===== src/hdl/lzwc_pkg.sv =====
// lzwc_pkg: types, constants and token classification shared by the
// lz window copy decoder modules. No dependencies.
`default_nettype none

package lzwc_pkg;

	localparam int WIN_AW    = 13;
	localparam int WIN_SIZE  = 1 << WIN_AW;
	localparam int SYM_W     = 9;
	localparam int BYTE_W    = 8;
	localparam int MAX_MATCH = 64;
	localparam int LEN_W     = $clog2(MAX_MATCH + 1);
	localparam int LEN_BIAS  = 254;
	localparam int LIT_LIMIT = 256;
	localparam int Q_DEPTH   = 2;
	localparam int Q_AW      = $clog2(Q_DEPTH);
	localparam int Q_CW      = $clog2(Q_DEPTH + 1);

	typedef enum logic [1:0] {
		TOK_LIT   = 2'd0,
		TOK_MATCH = 2'd1,
		TOK_BAD   = 2'd2
	} tok_kind_t;

	typedef struct packed {
		tok_kind_t          kind;
		logic [BYTE_W-1:0]  lit;
		logic [LEN_W-1:0]   len;
		logic [WIN_AW-1:0]  back_dist;
	} tok_t;

	function automatic tok_t classify(input logic [SYM_W-1:0] symbol,
			input logic [WIN_AW-1:0] distance);
		tok_t             t;
		logic [SYM_W-1:0] len_full;
		len_full    = symbol - SYM_W'(LEN_BIAS);
		t.lit       = symbol[BYTE_W-1:0];
		t.len       = len_full[LEN_W-1:0];
		t.back_dist = distance;
		if (symbol < SYM_W'(LIT_LIMIT)) begin
			t.kind = TOK_LIT;
		end else if (len_full > SYM_W'(MAX_MATCH)) begin
			t.kind = TOK_BAD;
		end else begin
			t.kind = TOK_MATCH;
		end
		return t;
	endfunction

endpackage

`default_nettype wire


===== src/hdl/lzwc_front.sv =====
// lzwc_front: input stage, takes token transactions, classifies them and
// holds one classified token for the queue. Depends on lzwc_pkg.
`default_nettype none

module lzwc_front (
	input  wire logic                         clk,
	input  wire logic                         arst_n,
	input  wire logic                         in_valid,
	output logic                              in_ready,
	input  wire logic [lzwc_pkg::SYM_W-1:0]   symbol,
	input  wire logic [lzwc_pkg::WIN_AW-1:0]  distance,
	output logic                              tok_valid,
	output lzwc_pkg::tok_t                    tok,
	input  wire logic                         tok_ready
);
	import lzwc_pkg::*;

	logic v_s1;
	tok_t tok_s1;

	assign in_ready  = !v_s1 || tok_ready;
	assign tok_valid = v_s1;
	assign tok       = tok_s1;

	always_ff @(posedge clk or negedge arst_n) begin
		if (!arst_n) begin
			v_s1 <= 1'b0;
		end else if (in_ready) begin
			v_s1 <= in_valid;
		end
	end

	always_ff @(posedge clk) begin
		if (in_valid && in_ready) begin
			tok_s1 <= classify(symbol, distance);
		end
	end

endmodule

`default_nettype wire


===== config.mk =====
export PLATFORM = sky130hd
export DESIGN_NAME = lzwc_front
export DESIGN_NICKNAME = d
export VERILOG_FILES = /design/src/hdl/lzwc_pkg.sv /design/src/hdl/lzwc_front.sv
export SDC_FILE = /design/constraint.sdc
export NUM_CORES = 1
export LEC_CHECK = 0
export BUFFER_PORTS_ARGS = -buffer_cell sky130_fd_sc_hd__buf_2
export CORE_UTILIZATION = 43
export CTS_CLUSTER_DIAMETER = 40
export CTS_CLUSTER_SIZE = 24
export DETAILED_ROUTE_END_ITERATION = 7
export PLACE_DENSITY = 0.77
export SYNTH_ARGS = -nofsm -noshare
export SYNTH_HDL_FRONTEND = slang
export SYNTH_SLANG_ARGS = --single-unit

===== constraint.sdc =====
create_clock -name clk -period 5.3 [get_ports clk]
set_clock_uncertainty 0.15 [all_clocks]
set_input_delay 1.06 -clock clk [delete_from_list [all_inputs] [get_ports clk]]
set_output_delay 1.06 -clock clk [all_outputs]
set_load 0.05 [all_outputs]

Word level (Yosys, flattened, before mapping)
Index checks and enable logic that the tools add are counted.

Flip-flop bits (word level): 31. Bits of input ports: 26. Output and inout bits: 32.

$add $sub $neg: 1. Order comparisons: 2. Muxes and demuxes: 1. Reduce and logical (&&, ||, !) cells: 3.

Operators by type and width (count): greater-than comparator 9 x 7 -> 1 bit, second input constant (1); < comparator 9 bit, second input constant (1); subtractor 9 x 8 -> 9 bit, second input constant (1); 2-to-1 mux 2 bit (1); logical AND 1 bit (1); zero test 1 bit (1); logical OR 1 bit (1).

Depth between registers and ports, before layout
Depth in word-level cells: 3. Mapped depth: 6. Gate-level depth less buffers: 6.

Least setup slack after synthesis
No wires, ideal clock.

Path type: input port to flip-flop. Start: input port tok_ready. End: register tok_s1, in the netlist tok[0] (enable). Library setup time: 0.388 ns. Arrival: 2.330 ns. Data required time: 4.762 ns. Setup slack: 2.432 ns. Cell stages on the path: 2. Buffers on the path: 0. Cell sequence: nand2b_1 and2_1.

Cells in the longest elaborated chain, start to end: 2.

Ends and longest elaborated chain: start, declared (RTL line lzwc_front.sv:14) `input wire logic tok_ready`; logical OR 1 bit (RTL line lzwc_front.sv:21) `assign in_ready = !v_s1 || tok_ready;`; logical AND 1 bit (RTL line lzwc_front.sv:34) `if (in_valid && in_ready) begin`; end signal, assigned (RTL line lzwc_front.sv:35) `tok_s1 <= classify(symbol, distance);`; end, declared (RTL line lzwc_front.sv:19) `tok_t tok_s1;`.

Every way passes these cells. A chain may end at the register's enable or synchronous reset.

Final worst setup path
Start: input port tok_ready. End: output port in_ready.

Cells in the longest elaborated chain, start to end: 1.

Ends and longest elaborated chain: logical OR 1 bit (RTL line lzwc_front.sv:21); end, declared (RTL line lzwc_front.sv:9) `output logic in_ready,`.

Every way passes these cells.

==> flow_metrics.tcl <==
set metrics [dict create \
    status "completed" \
    cap_violations 0 \
    pre_cts_slack_ns 2.48 \
    slowest_delay_ns 0.22 \
    synth_cells 55 \
    endpoint_kind "primary output" \
    fin_cells 148 \
    cts.sinks 30 \
    io_buffers 57 \
    drt_iter0_drc 15 \
    die_w_um 52.0 \
    min_path_type "input pin to async pin" \
    rsz0062_at_grt "false" \
    seq_area_frac_synth_pct 83.3 \
    track_usage_pct 15.0 \
    die_area_mm2 0.00271 \
    dp_cells 140 \
    ir_drop_uv 206 \
    numCtsBuffers 5 \
    final_cell_area_mm2 0.00145 \
    cp.required_ns 4.09 \
    antenna_found_initial 0 \
    antenna_cells 0 \
    period_needed_ns 2.74 \
    syn-cell-area_mm2 0.00108 \
    drt_wl_total_um 1820 \
    ys_warn_count 0 \
    root_buffer "clkbuf_4" \
    finalCritPeriodShare_pct 51.7 \
    placed_area_mm2 0.00140 \
    place_congestion 0.714 \
    clk_path_buf_depth 2 \
    worst_pin_slew_ns 0.352 \
    die_y_um 52.0 \
    critical_path_class "input pin to primary output" \
    drv_slew 0 \
    grt_overflow 0 \
    avgSynthCellArea_um2 19.6 \
    fmax_mhz 365 \
    placementRows 17 \
    wl_per_cell_um 12.3 \
    crit_chain "buf_2, nand2b_1, buf_2" \
    reg2reg_to "tok[6]" \
    grt_pass1_vias 541 \
    fin_ws_ns 2.56 \
    rr_worst_depth 3 \
    vias_per_cell 4.65 \
    finalHoldViolCount 0 \
    postCtsSetupRepairBufs 0 \
    drive_gt1_share_pct 55.0 \
    relSlewSlack_pct 76.5 \
    cts_tree "yes" \
    cts_hold_buf 0 \
    synth_nets 83 \
    setup_violations 0 \
    dr.pass1.iters 4 \
    ant_nets 0 \
    num_io_pins 58 \
    ys_ff_latch 30 \
    grt_pass1_wl_um 2460 \
    ff2ff_setup_slack_ns 3.86 \
    path_common_cell "buf_2" \
    grt_max_degree 30 \
    syn_to_final_growth_pct 34.3 \
    setup_tns_ns 0 \
    leakagePower_nw 0.614 \
    cp.arrival_ns 1.53 \
    clk_pin_slew_ns 0.08 \
    start_util_pct 47.3 \
    final_nets 147 \
    cp_max_fo 3 \
    cpMaxStageDelayCell "buf_2" \
    worst_skew_pair.late_latency_ns 0.31 \
    vias 688 \
    p_per_area_mw_per_mm2 338 \
    worstSetupStartpointType "input pin" \
    coreArea_mm2 0.00228 \
    cts.htree.levels 2 \
    cts_resized 0 \
    drc 0 \
    synthDistinctLibCells 18 \
    reg2reg_from "tok_valid" \
]
per-layer routing:
| layer | vias up | GRT usage [%] | wire length, um |
|---|---|---|---|
| li1 | 331 | - | - |
| met1 | 312 | 15.9 | 689 |
| met2 | 40 | 21.2 | 904 |
| met3 | 5 | 6.14 | 161 |
| met4 | 0 | 16.2 | 63 |
| met5 | - | 0 | 0 |
worst max-delay path, delay by kind of cell:
family	cells	cell delay (ns)
and+or+nand+nor	1	0.16
buffers and inverters	2	0.31
flip-flops by register name, summed over array words and instances, names as in the netlist:
name / cells
tok: 29
tok_valid: 1
stage by stage:
stage | hold WS (ns) | util, % | total power [W]
after global routing | 0.322 | 63.5 | 0.000509
after floorplan | 0.614 | - | 0.000347
after global placement | 0.347 | 61.4 | 0.000373
after detailed placement | 0.364 | 61.4 | 0.000374
final | 0.351 | 63.5 | 0.000488
after CTS | 0.337 | 63.5 | 0.000494
logic make-up after synthesis:
| kind of cell | synth area share (%) |
|---|---|
| flip-flops | 83.3 |
| AND/OR/NAND/NOR | 8.49 |
| XOR/XNOR | 3.26 |
| buffers and inverters | 1.05 |
| adder cells (fa/ha/maj) | 2.33 |
| AO/OA/AOI/OAI | 0.698 |
| multiplexers | 0.930 |
power by group:
group | internal (W) | leakage [nW] | switching, W | total [W]
Sequential | 0.000276 | 0.288 | 0.00000306 | 0.000280
Clock | 0.0000528 | 0.0265 | 0.0000676 | 0.000120
Combinational | 0.0000205 | 0.300 | 0.0000681 | 0.0000885
cell usage after synthesis (all sizes together):
cell type	count	share of area [%]
nand2b	2	1.2
and2	2	1.2
ha	2	2.3
edfxtp	29	81
nand2	3	1.0
dfrtp	1	2.3
mux2i	1	0.93
or2b	1	0.81
a21boi	1	0.70
inv	1	0.35
nand3	3	2.3
xor2	2	1.6
xnor2	2	1.6
nor2b	1	0.58
buf	1	0.70
nor2	2	0.70
or4	1	0.70
layout by cell type, fill, tap and decap left out:
cell type	count
edfxtp_1	29
or2b_2	1
a21boi_1	1
clkbuf_4	5
nand3_2	2
nand3_1	1
nand2_1	3
xnor2_1	2
or4_1	1
buf_2	57
nor2b_1	1
and2_1	2
dfrtp_1	1
mux2i_1	1
inv_1	1
nand2b_1	2
xor2_1	2
ha_1	2
nor2_1	2
buf_4	1
clkbuf_1	3
worst max-delay path by stage:
| stage | from | to | slack, ns |
|---|---|---|---|
| 2_1_floorplan | tok_ready | tok[0] | 2.43 |
| 3_3_place_gp | symbol[1] | tok[29] | 2.51 |
| 3_5_place_dp | symbol[1] | tok[29] | 2.48 |
| 4_1_cts | tok_ready | in_ready | 2.56 |
| 5_1_grt | tok_ready | in_ready | 2.54 |
| 6_report | tok_ready | in_ready | 2.56 |
cell type report:
class	instances	area, um^2
well taps	28	35.0
fillers	187	831
multi-input cells	23	169
flip-flops and latches	30	896
inverters	1	3.75
repair buffers	58	293
clock buffers	8	48.8
Power figures use the tool's default switching activity.
