`src/hdl/lzwc_pkg.sv`:
```
// lzwc_pkg: types, constants and token classification shared by the
// lz window copy decoder modules. No dependencies.
`default_nettype none

package lzwc_pkg;

	localparam int WIN_AW    = 13;
	localparam int WIN_SIZE  = 1 << WIN_AW;
	localparam int SYM_W     = 9;
	localparam int BYTE_W    = 8;
	localparam int MAX_MATCH = 64;
	localparam int LEN_W     = $clog2(MAX_MATCH + 1);
	localparam int LEN_BIAS  = 254;
	localparam int LIT_LIMIT = 256;
	localparam int Q_DEPTH   = 2;
	localparam int Q_AW      = $clog2(Q_DEPTH);
	localparam int Q_CW      = $clog2(Q_DEPTH + 1);

	typedef enum logic [1:0] {
		TOK_LIT   = 2'd0,
		TOK_MATCH = 2'd1,
		TOK_BAD   = 2'd2
	} tok_kind_t;

	typedef struct packed {
		tok_kind_t          kind;
		logic [BYTE_W-1:0]  lit;
		logic [LEN_W-1:0]   len;
		logic [WIN_AW-1:0]  back_dist;
	} tok_t;

	function automatic tok_t classify(input logic [SYM_W-1:0] symbol,
			input logic [WIN_AW-1:0] distance);
		tok_t             t;
		logic [SYM_W-1:0] len_full;
		len_full    = symbol - SYM_W'(LEN_BIAS);
		t.lit       = symbol[BYTE_W-1:0];
		t.len       = len_full[LEN_W-1:0];
		t.back_dist = distance;
		if (symbol < SYM_W'(LIT_LIMIT)) begin
			t.kind = TOK_LIT;
		end else if (len_full > SYM_W'(MAX_MATCH)) begin
			t.kind = TOK_BAD;
		end else begin
			t.kind = TOK_MATCH;
		end
		return t;
	endfunction

endpackage

`default_nettype wire

```
`src/hdl/lzwc_fifo.sv`:
```
// lzwc_fifo: short token queue between the front stage and the copier.
// Depends on lzwc_pkg.
`default_nettype none

module lzwc_fifo (
	input  wire logic           clk,
	input  wire logic           arst_n,
	input  wire logic           push_valid,
	output logic                push_ready,
	input  wire lzwc_pkg::tok_t push_tok,
	output logic                pop_valid,
	input  wire logic           pop_ready,
	output lzwc_pkg::tok_t      pop_tok
);
	import lzwc_pkg::*;

	tok_t            slot_q [Q_DEPTH];
	logic [Q_AW-1:0] wr_ptr_q;
	logic [Q_AW-1:0] rd_ptr_q;
	logic [Q_CW-1:0] cnt_q;
	logic            do_push;
	logic            do_pop;

	assign push_ready = cnt_q != Q_CW'(Q_DEPTH);
	assign pop_valid  = cnt_q != '0;
	assign pop_tok    = slot_q[rd_ptr_q];
	assign do_push    = push_valid && push_ready;
	assign do_pop     = pop_valid && pop_ready;

	always_ff @(posedge clk or negedge arst_n) begin
		if (!arst_n) begin
			wr_ptr_q <= '0;
			rd_ptr_q <= '0;
			cnt_q    <= '0;
		end else begin
			if (do_push) begin
				wr_ptr_q <= wr_ptr_q + Q_AW'(1);
			end
			if (do_pop) begin
				rd_ptr_q <= rd_ptr_q + Q_AW'(1);
			end
			if (do_push && !do_pop) begin
				cnt_q <= cnt_q + Q_CW'(1);
			end else if (do_pop && !do_push) begin
				cnt_q <= cnt_q - Q_CW'(1);
			end
		end
	end

	always_ff @(posedge clk) begin
		if (do_push) begin
			slot_q[wr_ptr_q] <= push_tok;
		end
	end

endmodule

`default_nettype wire

```
`config.mk`:
```
export PLATFORM = sky130hd
export DESIGN_NAME = lzwc_fifo
export DESIGN_NICKNAME = d
export VERILOG_FILES = /design/src/hdl/lzwc_pkg.sv /design/src/hdl/lzwc_fifo.sv
export SDC_FILE = /design/constraint.sdc
export NUM_CORES = 1
export LEC_CHECK = 0
export ABC_AREA = 1
export ABC_CLOCK_PERIOD_IN_PS = 5000
export BUFFER_PORTS_ARGS = -buffer_cell sky130_fd_sc_hd__buf_4
export CAP_MARGIN = 20
export CELL_PAD_IN_SITES_DETAIL_PLACEMENT = 1
export CELL_PAD_IN_SITES_GLOBAL_PLACEMENT = 1
export CORE_MARGIN = 2
export CORE_UTILIZATION = 43
export DETAILED_ROUTE_END_ITERATION = 6
export PLACE_DENSITY_LB_ADDON = 0.15
export SYNTH_ARGS = -nofsm -noshare
export SYNTH_HDL_FRONTEND = slang
export SYNTH_SLANG_ARGS = --single-unit
```
`constraint.sdc`:
```
create_clock -name clk -period 5 [get_ports clk]
set_input_delay 1.5 -clock clk [delete_from_list [all_inputs] [get_ports clk]]
set_output_delay 1.5 -clock clk [all_outputs]
set_load 0.03 [all_outputs]
```
== After elaboration in Yosys (flattened, before gate mapping) ==
Memory sizes are Yosys's and may differ from the RTL's.
Index checks and enable logic that the tools add are counted.

* Register bits after elaboration: 4
* Bits in writable memories: 60
* Bits of input ports: 34
* Output and inout port bits: 32
* Memories kept: 1

* $add $sub $neg: 4
* Equal/unequal tests: 1
* Mux-type cells: 4
* Reductions and logical operators: 8

{| class="wikitable"
|+ Memories
! memory !! words !! width !! read ports !! clocked after Yosys merged registers in !! wr ports !! line !! RTL
|-
| slot_q || 2 || 30 || 1 || 0 || 1 || lzwc_fifo.sv:17 || <nowiki>tok_t slot_q [Q_DEPTH];</nowiki>
|}

{| class="wikitable"
|+ Operators with widths
! kind !! count
|-
| 1-bit logical AND || 4
|-
| 2-bit 2-to-1 mux || 2
|-
| 2-bit nonzero test || 2
|-
| 1-bit adder (second input constant) || 2
|-
| 2-bit by 1-bit adder with 2-bit output (second input constant) || 1
|-
| 1-bit zero test || 2
|-
| 1-bit 2-to-1 mux || 2
|-
| 2-bit inequality test (second input constant) || 1
|-
| 2-bit by 1-bit subtractor with 2-bit output (second input constant) || 1
|}

== Longest topological paths before layout ==
* Depth in word-level cells: 6
* Depth in mapped cells: 10
* Mapped depth without buffers: 10

== Worst setup path after synthesis ==
OpenSTA, ideal clock, no wires.

* Path type: input-to-reg
* From: input push_valid
* To: memory slot_q[0][0] in the netlist's numbering, enable pin
* Arrival time: 2.896 ns
* Required time: 4.583 ns
* Slack: 1.687 ns
* Stages on the path: 2
* Path buffers: 0
* Cells stage by stage: nand2_1 nor2_1

* Word-level cells in the longest chain between the ends: 3

{| class="wikitable"
|+ RTL lines
! item !! line !! RTL
|-
| from (decl) || lzwc_fifo.sv:8 || <nowiki>input wire logic push_valid,</nowiki>
|-
| 1-bit logical AND || lzwc_fifo.sv:27 || <nowiki>assign do_push = push_valid && push_ready;</nowiki>
|-
| 1-bit 2-to-1 mux || lzwc_fifo.sv:51 || <nowiki>if (do_push) begin</nowiki>
|-
| 1-bit 2-to-1 mux (not written as such) || lzwc_fifo.sv:52 || <nowiki>slot_q[wr_ptr_q] <= push_tok;</nowiki>
|-
| to (decl) || lzwc_fifo.sv:17 ||
|}

Every way passes these cells.

==> results by group <==
Yosys
  • Post-Syn Area per Cell: ~13 um^2
  • Cell taking the most area after synthesis: edfxtp_1
  • Post-synth top cells: nand2_1, edfxtp_1, buf_2, inv_1, dfrtp_1
  • Area contributors post-synth: edfxtp_1, nand2_1, dfrtp_1, buf_2, inv_1
  • Register bit total from synthesis: 64
  • Post-synthesis simple-gate area fraction: 0.167
  • Post-Syn Area: about 0.0024 mm^2
  • Count leader, synth: nand2_1
  • Yosys cell types: 12
  • Seq/Total Area, Yosys: 0.797
  • Mapped Nets: 220
  • Cell count after synthesis: 185
  • Synth top area share: 0.755
  • Largest family of logic cells by synthesized area: simple AND/OR/NAND/NOR gates
  • Top_reg_cell synth: edfxtp_1
  • YS warnings: 0
  • Multiplexer share of the synthesized area: 0
  • Adder-cell area share of the yosys netlist: 0.00524
  • XOR/XNOR Fraction of Synth Area: 0.00734
  • Post-synth ARST share: 0.0625
  • Complex-gate fraction of the synthesized area: 0
  • EDFF count, synth: 60

Timing
  • Pins over their slew limit: 0
  • Final min period: just over 3000 ps
  • Ratio of final minimum period to clock period: 0.605
  • Rel. slew slack: 0.414
  • Fin. Hold Viols: 0
  • Slew @ Worst Pin: between 800 and 900 ps
  • Setup violators final: 0
  • Worst clock skew: approximately 7 ps
  • Post-Route Setup TNS: 0 ps
  • Fmax achieved: around 330 MHz
  • Setup repair after global routing missed its margin: false
  • Min Hold Slack: around 500 ps

Clock network
  • CTS root buf: clkbuf_8
  • CTS buffer count: 9
  • Clock tree buffer depth: 2
  • CTS clk-pin slew, worst paths: approximately 60 ps
  • Later-pin clock latency in the skew report: around 320 ps
  • Post-CTS Setup Inserts: 0
  • Hold-fix buffers, CTS: 0
  • Clk sink count: 64
  • H-tree depth: 3
  • Resized cells post-CTS: 0
  • CTS tree: done

Drt
  • WL/cell: ~14 um
  • Final ANT Viol Nets: 0
  • Routed vias/inst: between 4 and 5
  • DRT Pass-1 Iters: 4
  • Drt drc: 0
  • Vias: 1,533
  • Final WL: between 4 and 5 mm
  • Drt initial violations: 75

Global routing
  • Remaining global-route overflow: 0
  • Antenna violations before repair: 0
  • First-pass GRT wire length: roughly 7.6 mm
  • Overall global routing resource usage: 0.167
  • Vias in the first global route: around 1,600
  • Largest net degree at the start of global routing: 32

Die
  • Die extent in y: around 80 um
  • Die ar.: ~0.0062 mm^2
  • Core Footprint: 0.00544 mm^2
  • I/O pin count: 66
  • Initial core utilization: 0.439
  • Chip width: about 79 um
  • Row cnt: 27

Setup path
  • Max FO, Critical Path: 31
  • CP arrival: ~1500 ps
  • Startpoint types: register
  • Crit Path Class: reg2out
  • Worst-case reg-to-reg path depth: 4
  • Crit. End Element: output pin
  • Worst EP required: 3500 ps

Pwr
  • Cell Pwr Density: 650 mW/mm^2
  • Maximum VDD drop: 0.329 mV
  • Pleak: 1.36 nW
  • Total power: around 2 mW

Placement
  • Port bufs: 65
  • DP HPWL: between 2 and 3 mm
  • Final Wtd Congestion: between 0.6 and 0.7

Flow run
  • Maxcap violations: 0

Worst hold path
  • Worst min path class: reg2reg
  • Worst hold path depth: 1

Finish
  • Layout area overhead: 31.3%
  • Share of cells above drive strength 1: 0.307
  • Fin nets: just under 300
  • Fillers: roughly 570
  • N_diodes: 0

Outcome
  • Outcome: finished, final reports clean
registers in the layout, indices dropped and copies added, names as in the netlist:
register / count
cnt_q: 2
wr_ptr_q: 1
rd_ptr_q: 1
slot_q: 60
where the power goes:
part	internal, mW	switching, mW	leakage [nW]
logic	0.270	0.592	0.669
clock network	0.223	0.179	0.0902
registers	0.737	0.0375	0.606
total	1.23	0.809	1.36
cell type report:
type	instances	area (um^2)	share of cell area
sequential	64	1900	0.607
timing repair buffer	66	495	0.158
multi-input combinational	108	444	0.142
clock buffer	10	128	0.0407
tap	72	90.1	0.0287
clock inverter	6	50.0	0.0160
inverter	7	26.3	0.00838
cells by family after synthesis:
kind of cell	count (synthesis)
flip-flops	64
buffers and inverters	13
adder cells (fa/ha/maj)	1
AND/OR/NAND/NOR	105
XOR/XNOR	2
worst max-delay path, stage by stage, from the launching register on:
cell and delay (ps):
dfrtp_1 400, inv_2 410, nand2_1 120, nand2_1 110, buf_4 160
placed cells by master (no fill, tap or decap):
| cell type | instances |
|---|---|
| dfrtp_1 | 4 |
| xnor2_1 | 1 |
| clkinv_1 | 4 |
| inv_2 | 1 |
| nor2_4 | 2 |
| bufinv_16 | 1 |
| ha_1 | 1 |
| clkbuf_1 | 1 |
| nand4_1 | 1 |
| buf_4 | 66 |
| nand3_1 | 2 |
| inv_1 | 6 |
| nand2_1 | 100 |
| edfxtp_1 | 60 |
| xor2_1 | 1 |
| clkbuf_8 | 9 |
| clkinv_2 | 1 |
per-stage QoR:
stage	worst slack, ps	area [um^2]	cells	utilization
floorplan	1690	2390	185	-
global placement	2160	2960	317	0.544
detailed placement	2090	2960	317	0.544
CTS	1920	3140	333	0.576
global route	1830	3140	333	0.576
finish	1980	3140	333	0.576
worst paths after layout:
| kind | startpoint | end | slack, ps |
|---|---|---|---|
| setup / recovery | rd_ptr_q | pop_tok[12] | 1980 |
| hold reg to reg | cnt_q[0] | cnt_q[0] | 500 |
| min in group asynchronous | arst_n | wr_ptr_q | 960 |
| setup reg to reg | cnt_q[0] | slot_q[0][9] | 3180 |
| max in group asynchronous | arst_n | cnt_q[0] | 3930 |
| hold / removal | cnt_q[0] | cnt_q[0] | 500 |
layer usage:
metal,global-route usage,vias to the layer above,part of all wire
met4,0.0807,0,0.0094
met2,0.276,41,0.52
met3,0.0540,4,0.042
met1,0.198,733,0.43
li1,-,755,-
met5,0,-,0
(Power assumes the default switching activity.)
